==> src/rls_pkg.sv <==
// ----------------------------------------------------------------------------
// rls_pkg: shared types and helpers of the line-fit estimator
// Sequencer codes, handshake structs of the shared multiply/divide unit and
// the saturating fit helper.
// ----------------------------------------------------------------------------
`timescale 1ns / 1ps

package rls_pkg;

   localparam int VALUE_WIDTH_DEF   = 64;
   localparam int COV_FRAC_BITS_DEF = 56;

   // Reset values of the configuration registers
   localparam logic [31:0] LAMBDA_ONE        = 32'h8000_0000;
   localparam logic [62:0] VAR_SLOPE_RST     = 63'd7205759;
   localparam logic [62:0] VAR_INTERCEPT_RST = 63'd7205759403792794;

   // Configuration register indexes
   localparam logic [2:0] CSR_LAMBDA     = 3'd0;
   localparam logic [2:0] CSR_SLOPE      = 3'd1;
   localparam logic [2:0] CSR_INTERCEPT  = 3'd2;
   localparam logic [2:0] CSR_VAR_SLOPE  = 3'd3;
   localparam logic [2:0] CSR_VAR_ICPT   = 3'd4;

   typedef enum logic [2:0] {
      ST_IDLE, ST_ISSUE, ST_WAIT, ST_POST, ST_OUT
   } state_type;

   typedef enum logic [3:0] {
      OP_K0, OP_K1, OP_EST, OP_ERR, OP_DEN, OP_DEN2, OP_DEN3,
      OP_SL, OP_IC, OP_NA, OP_NC, OP_ND, OP_CA, OP_CC, OP_CI
   } op_type;

   typedef enum logic [2:0] {
      MD_IDLE, MD_MUL, MD_ROUND, MD_DIV, MD_FIN
   } md_phase_type;

   // Command to the multiply/divide unit
   typedef struct packed {
      logic start;
      logic use_shift;   // divisor is 2^32: round and shift
      logic wide;        // saturate to 64 bits, else to the value width
   } md_req_type;

   // Status from the multiply/divide unit
   typedef struct packed {
      logic done;
      logic clip;
   } md_rsp_type;

   // Clamp an exact 65-bit sum to a signed w-bit range: {clip, value}
   function automatic logic [64:0] rls_fit(input logic [64:0] sum, input int w);
      logic signed [64:0] s;
      logic signed [64:0] hi;
      logic signed [64:0] lo;
      logic [64:0]        res;
      s  = $signed(sum);
      hi = $signed({1'b0, 64'h7FFF_FFFF_FFFF_FFFF >> (64 - w)});
      lo = -hi - 65'sd1;
      if (s > hi) begin
         res = {1'b1, hi[63:0]};
      end else if (s < lo) begin
         res = {1'b1, lo[63:0]};
      end else begin
         res = {1'b0, s[63:0]};
      end
      return res;
   endfunction

endpackage

==> src/rls_muldiv.sv <==
// ----------------------------------------------------------------------------
// rls_muldiv: shared multiply, round and divide unit
// Forms round(p*q/den) on the exact 128-bit product with a 32x32 multiplier
// and a restoring divider at one quotient bit per cycle.
// ----------------------------------------------------------------------------
`timescale 1ns / 1ps

module rls_muldiv #(
   parameter int VALUE_WIDTH = rls_pkg::VALUE_WIDTH_DEF
) (
   input  logic                 clock,
   input  logic                 reset,
   input  rls_pkg::md_req_type  md_req,
   input  logic [63:0]          op_p,
   input  logic [63:0]          op_q,
   input  logic [63:0]          op_den,
   output logic [63:0]          md_result,
   output rls_pkg::md_rsp_type  md_rsp
);
   import rls_pkg::*;

   md_phase_type  phase_ff, phase_in;
   logic [6:0]    cnt_ff;
   logic [63:0]   mp_ff, mq_ff, den_ff;
   logic          neg_ff, shift_ff, wide_ff;
   logic [127:0]  acc_ff;
   logic [63:0]   rem_ff, quo_ff;
   logic          ovf_ff;

   logic [31:0]   mul_a, mul_b;
   logic [63:0]   pp;
   logic [127:0]  pp_wide;
   logic [127:0]  rnd_sum;
   logic [64:0]   r2;
   logic          ge;
   logic [64:0]   r2_sub;
   logic [63:0]   lim;
   logic          fin_clip;
   logic [63:0]   qf;
   int            w_eff;

   // Next phase
   always_comb begin
      phase_in = phase_ff;
      case (phase_ff)
         MD_IDLE:  if (md_req.start) phase_in = MD_MUL;
         MD_MUL:   if (cnt_ff[1:0] == 2'd3) phase_in = MD_ROUND;
         MD_ROUND: phase_in = shift_ff ? MD_FIN : MD_DIV;
         MD_DIV:   if (cnt_ff == 7'd127) phase_in = MD_FIN;
         MD_FIN:   phase_in = MD_IDLE;
         default:  phase_in = MD_IDLE;
      endcase
   end

   // Partial product of one pair of 32-bit halves
   always_comb begin
      mul_a = cnt_ff[0] ? mp_ff[63:32] : mp_ff[31:0];
      mul_b = cnt_ff[1] ? mq_ff[63:32] : mq_ff[31:0];
      pp    = mul_a * mul_b;
      case ({1'b0, cnt_ff[0]} + {1'b0, cnt_ff[1]})
         2'd0:    pp_wide = {64'd0, pp};
         2'd1:    pp_wide = {32'd0, pp, 32'd0};
         2'd2:    pp_wide = {pp, 64'd0};
         default: pp_wide = 128'd0;
      endcase
   end

   // Rounding offset and one restoring divide step
   always_comb begin
      rnd_sum = acc_ff + (shift_ff ? 128'h8000_0000 : {64'd0, 1'b0, den_ff[63:1]});
      r2      = {rem_ff, acc_ff[127]};
      r2_sub  = r2 - {1'b0, den_ff};
      ge      = (r2 >= {1'b0, den_ff});
   end

   // Saturate the quotient and apply the sign
   always_comb begin
      w_eff     = wide_ff ? 64 : VALUE_WIDTH;
      lim       = (64'h7FFF_FFFF_FFFF_FFFF >> (64 - w_eff)) + {63'd0, neg_ff};
      fin_clip  = ovf_ff || (quo_ff > lim);
      qf        = fin_clip ? lim : quo_ff;
      md_result = neg_ff ? (~qf + 64'd1) : qf;
      md_rsp.done = (phase_ff == MD_FIN);
      md_rsp.clip = (phase_ff == MD_FIN) && fin_clip;
   end

   always_ff @(posedge clock) begin
      if (reset) begin
         phase_ff <= MD_IDLE;
      end else begin
         phase_ff <= phase_in;
      end
   end

   // Datapath registers
   always_ff @(posedge clock) begin
      case (phase_ff)
         MD_IDLE: begin
            if (md_req.start) begin
               mp_ff    <= op_p[63] ? (~op_p + 64'd1) : op_p;
               mq_ff    <= op_q[63] ? (~op_q + 64'd1) : op_q;
               neg_ff   <= op_p[63] ^ op_q[63];
               den_ff   <= op_den;
               shift_ff <= md_req.use_shift;
               wide_ff  <= md_req.wide;
               acc_ff   <= 128'd0;
               cnt_ff   <= 7'd0;
            end
         end
         MD_MUL: begin
            acc_ff <= acc_ff + pp_wide;
            cnt_ff <= cnt_ff + 7'd1;
         end
         MD_ROUND: begin
            cnt_ff <= 7'd0;
            rem_ff <= 64'd0;
            if (shift_ff) begin
               quo_ff <= rnd_sum[95:32];
               ovf_ff <= |rnd_sum[127:96];
            end else begin
               acc_ff <= rnd_sum;
               quo_ff <= 64'd0;
               ovf_ff <= 1'b0;
            end
         end
         MD_DIV: begin
            rem_ff <= ge ? r2_sub[63:0] : r2[63:0];
            acc_ff <= {acc_ff[126:0], 1'b0};
            quo_ff <= {quo_ff[62:0], ge};
            ovf_ff <= ovf_ff | quo_ff[63];
            cnt_ff <= cnt_ff + 7'd1;
         end
         default: begin
         end
      endcase
   end

   // A new operation starts only when the unit is free
   a_start_idle: assert property (@(posedge clock) disable iff (reset)
      md_req.start |-> phase_ff == MD_IDLE)
      else $error("multiply/divide started while busy");

   // Partial remainder stays below the divisor
   a_rem_bound: assert property (@(posedge clock) disable iff (reset)
      phase_ff == MD_DIV |-> rem_ff < den_ff)
      else $error("partial remainder not below divisor");

   // Finish follows rounding or the last divide step
   a_fin_order: assert property (@(posedge clock) disable iff (reset)
      phase_ff == MD_FIN |-> $past(phase_ff) == MD_ROUND || $past(phase_ff) == MD_DIV)
      else $error("finish out of order");

endmodule

==> config.mk <==
export PLATFORM = sky130hd
export DESIGN_NAME = rls_muldiv
export DESIGN_NICKNAME = d
export VERILOG_FILES = /design/src/rls_pkg.sv /design/src/rls_muldiv.sv
export SDC_FILE = /design/constraint.sdc
export NUM_CORES = 2
export LEC_CHECK = 0
export BUFFER_PORTS_ARGS = -buffer_cell sky130_fd_sc_hd__buf_2
export CELL_PAD_IN_SITES_DETAIL_PLACEMENT = 1
export CELL_PAD_IN_SITES_GLOBAL_PLACEMENT = 2
export CORE_MARGIN = 2
export CORE_UTILIZATION = 44
export DETAILED_ROUTE_END_ITERATION = 6
export GPL_TIMING_DRIVEN = 1
export PLACE_DENSITY_LB_ADDON = 0.15
export SETUP_SLACK_MARGIN = 0.02
export SYNTH_ARGS = -nofsm -noshare
export SYNTH_HDL_FRONTEND = slang
export SYNTH_SLANG_ARGS = --single-unit
==> constraint.sdc <==
create_clock -name clock -period 39 [get_ports clock]
set_input_delay 1.95 -clock clock [delete_from_list [all_inputs] [get_ports clock]]
set_output_delay 1.95 -clock clock [all_outputs]
set_load 0.01 [all_outputs]
# Word-level counts from Yosys, hierarchy flattened
# Index checks and enable logic that the tools add are counted.
# totals
reg_bits	461
elab_cells	79
# classes
order_cmp	2
n_reduce_logical	13
bitwise_logic	5
muxes	24
add_sub_neg	9
eq_ne	12
n_mul	1
# op_table
cell	n
$pmux 128 s4	1
$pmux 128 s3	1
$mux 128	2
$mux 64	4
$pmux 64 s2	2
$add 64x1->64 const B	3
$not 64->64	3
$mux 63	3
$add 128x128->128	1
$add 128x63->128	1
$ge 65x64->1	1
$add 63x1->64 const A	1
$gt 64x64->1	1
$mul 32x32->64	1
$mux 32	2
$sub 64x64->64	1
$reduce_or 32->1	1
$pmux 7 s3	1
$mux 3	4
$pmux 3 s4	1
$ne 2x2->1 const B	4
$add 7x1->7 const B	1
$eq 7x7->1 const B	1
$mux 7	1
20 further kinds	24

# Depth between registers and ports, before layout
# depth
depth_word	7
ltp_mapped	53
ltp_nobuf	48

# Worst setup path after synthesis
# No wires, ideal clock.
# synth_timing
path_type	reg2reg
from	reg cnt_ff[0]
to	reg acc_ff[124], data pin
path_slack_ns	26.031
arrival_time_ns	12.698
stages_incl_launch_ff	48
setup_time_ns	0.271
t_required_ns	38.729
period_less_slack_ns	12.969
cell_sequence	edfxtp_1 -> clkbuf_1 -> clkbuf_1 -> clkbuf_1 -> mux2i_1 -> clkbuf_1 -> nor2_1 -> fa_1 -> fa_1 -> fa_1 -> inv_1 -> fa_1 -> inv_1 -> fa_1 -> fa_1 -> fa_1 -> inv_1 -> fa_1 -> [12 not listed] -> nand2b_1 -> o21ai_0 -> xnor2_1 -> o21ai_0 -> ha_1 -> clkbuf_1 -> nand4_1 -> or4_1 -> or4b_1 -> nor4_2 -> nor3_1 -> o41ai_2 -> a31oi_1 -> o31ai_2 -> a21oi_1 -> o41ai_1 -> xnor2_1 -> o22ai_1
# synth_via
elab_chain_cells	5
# synth_lines
item	line	source
start, declared	rls_muldiv.sv:23	logic [6:0] cnt_ff;
start signal, assigned	rls_muldiv.sv:112	cnt_ff <= cnt_ff + 7'd1;
start signal, assigned	rls_muldiv.sv:131	cnt_ff <= cnt_ff + 7'd1;
$mux 32 or $add 1x1->2 (tied branches)	rls_muldiv.sv:57, rls_muldiv.sv:60	
$mul 32x32->64 (tied with other cells)	rls_muldiv.sv:59	pp = mul_a * mul_b;
$pmux 128 s3 (*)	rls_muldiv.sv:60	case ({1'b0, cnt_ff[0]} + {1'b0, cnt_ff[1]})
$add 128x128->128 (*)	rls_muldiv.sv:111	acc_ff <= acc_ff + pp_wide;
$pmux 128 s4 (*)	rls_muldiv.sv:97	case (phase_ff)
end signal, assigned	rls_muldiv.sv:111	
end signal, assigned	rls_muldiv.sv:121	acc_ff <= rnd_sum;
end signal, assigned	rls_muldiv.sv:128	acc_ff <= {acc_ff[126:0], 1'b0};
end, declared	rls_muldiv.sv:26	logic [127:0] acc_ff;
# Every way passes the cells marked *; elsewhere a longest branch is shown, timed or not.
# A chain may end at the register's enable or synchronous reset.

# Worst setup path in the final report
# layout_timing
from	reg cnt_ff[0]
to	reg acc_ff[127], data pin
# Same word-level chain as after synthesis.

==> results.py <==
metrics = {
    "status": {
        "status": "finished, final reports clean",
    },
    "cts": {
        "clk_path_buf_depth": 3,
        "post_cts_buffers": 0,
        "clock-root-buffer": "clkbuf_16",
        "cts-htree-levels": 2,
        "total_cts_buffers": 59,
        "clock_pin_transition_on_the_worst_setup_and_hold_timing_paths_ps": 60,
        "cts_resized": 0,
        "clkLatencyLatePin_ps": 770,
        "tritoncts_num_sinks": 461,
        "tritoncts": "built",
        "post_cts_hold_buffer_count": 0,
    },
    "synthesis": {
        "syn_area_um2": 76100,
        "syn_area_per_cell_um2": 8.50,
        "postSynthRegisterBits": 461,
        "yosysTopAreaCell": "fa_1",
        "synthSimpleGateAreaFrac_pct": 16.8,
        "synth_compound_gate_area_share_pct": 16.1,
        "synth.distinct_cells": 99,
        "synth_commonest_cells": "inv_1, nor2_1, nand2_1",
        "warnings_synthesis": 0,
        "synth_cells": 8951,
        "synth-edff-count": 458,
        "async_flop_share_pct": 0,
        "yosys_most_used_dff": "edfxtp_1",
        "synth_xor_area_share_pct": 5.74,
        "synthMuxAreaShare_pct": 2.09,
        "area_share_of_the_largest_cell_type_after_synthesis_pct": 23.6,
        "post_syn_nets": 10600,
        "yosysSeqAreaShare_pct": 18.1,
        "synth_top_family_by_area": "adder cells",
        "yosys.cell_count.top_type": "inv_1",
        "arithmetic_cell_share_of_the_synthesized_area_counting_full_adders_half_adders_and_majority_gates_pct": 33.3,
        "cells_taking_the_most_area_after_synthesis": "fa_1, edfxtp_1, ha_1",
    },
    "grt": {
        "global_route_wire_length_before_repair_um": 448000,
        "number_of_antenna_violations_at_the_first_check_in_global_routing": 13,
        "grtUsageTotal_pct": 33.7,
        "grt_overflow": 0,
        "grt_pass1_vias": 70700,
        "grt_start_max_net_pins": 83,
    },
    "critical_path": {
        "cpPeakStageDelay_ps": 1130,
        "critPathLaunchType": "flip-flop",
        "crit_top_cell": "fa_1",
        "timing_worst_setup_path_type": "flip-flop to flip-flop",
        "worstPathMaxFanout": 61,
        "cp_data_required_time_ps": 39570,
        "crit_arrival_ps": 17330,
        "crit_path_top_delay_cell": "a2111oi_0",
        "setup.worst_path.end_class": "flip-flop",
    },
    "route": {
        "drtPass1Iterations": 6,
        "routed_wirelength_um": 299000,
        "viasPerCell": 6.01,
        "routed.top_layer": "met5",
        "route.antenna.remaining_nets": 0,
        "drt_iter0_drc": 5276,
        "routed-wl-met2_um": 131000,
        "wl_met1_um": 135000,
        "post_drt_wl_per_cell_um": 26.5,
        "wl_met3_um": 22900,
        "drt_drc_violations_left": 0,
        "detailroute.via_count": 67900,
    },
    "floorplan": {
        "fp.dieArea_um2": 176000,
        "floorplan.rows": 152,
        "initial_core_util_pct": 44.3,
        "die_height_um": 420,
        "io_count": 263,
        "design.core.area_um2": 172000,
        "die_width_um": 420,
    },
    "sta": {
        "max_freq_ghz": 0.0597,
        "slew_violations": 0,
        "max-slew-margin-rel_pct": 9.61,
        "finalHoldViolations": 0,
        "timing_worst_slew_pin_value_ps": 1320,
        "post_route_fraction_of_the_period_consumed_by_the_critical_path_pct": 43.0,
        "final_period_minus_worst_setup_slack_ps": 16760,
        "finalSetupViolCount": 0,
        "tns_ps": 0,
        "rsz0062_at_grt": "false",
        "clock_skew_ps": 59.7,
    },
    "worst_hold_path": {
        "min_path_type": "flip-flop to flip-flop",
    },
    "run": {
        "max-cap-violations": 0,
    },
    "placement": {
        "portBuffers": 261,
        "place_hpwl_um": 241000,
        "place_congestion": 0.968,
    },
    "layout": {
        "design.final.nets": 10600,
        "fraction_of_layout_instances_using_a_drive_strength_above_1_pct": 7.69,
        "synthToLayoutAreaGrowth_pct": 7.59,
    },
}
-- final cells by class --
class | instances | area [µm²]
fill | 20400 | 89900
multi-input combinational | 6907 | 56700
sequential | 461 | 13800
inverter | 1103 | 4150
tap | 2310 | 2890
timing repair buffer | 399 | 2340
clock buffer | 63 | 1490
clock inverter | 45 | 504
antenna | 3 | 7.51
-- cell families (layout without fill, tap and decap cells) --
group	Yosys count	after routing
simple gates	2858	2858
fa+ha+maj	1486	1486
buf+inv	1583	1610
other cells	0	3
mux	151	151
flops	461	461
compound gates	1915	1915
xor+xnor	497	497
-- worst paths after layout --
kind | startpoint | end | slack [ps] | depth (start not counted)
worst max register to register | cnt_ff[0]$_SDFFCE_PN0P_ | acc_ff[127]$_DFFE_PP_ | 22240 | 47
worst max-delay path | cnt_ff[0]$_SDFFCE_PN0P_ | acc_ff[127]$_DFFE_PP_ | 22240 | 47
worst min-delay path | rem_ff[34]$_SDFFCE_PN0P_ | rem_ff[35]$_SDFFCE_PN0P_ | 620 | 2
worst min register to register | rem_ff[34]$_SDFFCE_PN0P_ | rem_ff[35]$_SDFFCE_PN0P_ | 620 | 2
-- layout by cell type (no fill, tap or decap), drive strengths merged, types with 81 or more instances in the layout --
cell / count
ha: 587
a21oi: 538
nand2: 982
fa: 899
mux2i: 87
nor3: 106
o21ai: 396
and2: 81
xnor2: 336
nand4: 145
o22ai: 89
inv: 1105
buf: 399
nor2: 1058
xor2: 160
nand3: 123
edfxtp: 458
a21o: 267
-- routing by layer --
layer | track usage [%] | up-vias
met2 | 51.4 | 2200
met1 | 48.5 | 35000
met5 | 0.861 | -
met4 | 9.71 | 16
li1 | - | 30200
met3 | 6.42 | 418
-- critical path, delay by kind of cell, from the launching register on --
family          cells  cell delay [ps]
compound gates     22             6660
xor+xnor            2             1360
simple gates        4              600
flops               1              800
mux                 1              760
buf+inv             8             1390
fa+ha+maj          10             4940
-- metrics by stage --
| step | setup slack [ps] | util [%] | std cells | cell area [µm²] | hold WS [ps] |
|---|---|---|---|---|---|
| after floorplan | 26030 | - | 8951 | 76100 | 558 |
| after global placement | 23070 | 46.5 | 11200 | 79900 | 595 |
| after detailed placement | 22840 | 46.5 | 11200 | 79900 | 589 |
| after CTS | 22760 | 47.7 | 11300 | 81900 | 621 |
| after global routing | 21930 | 47.7 | 11300 | 81900 | 651 |
| final | 22240 | 47.7 | 11300 | 81900 | 624 |
-- flip-flops by register name (all words and copies together) (netlist names) --
register  count
acc_ff      128
den_ff       64
mp_ff        64
mq_ff        64
quo_ff       64
rem_ff       64
cnt_ff        7
phase_ff      3
neg_ff        1
ovf_ff        1
shift_ff      1
Power is left out: the tool's default activity adds up to more than one toggle a clock period on the data nets, which glitch-free logic cannot reach.
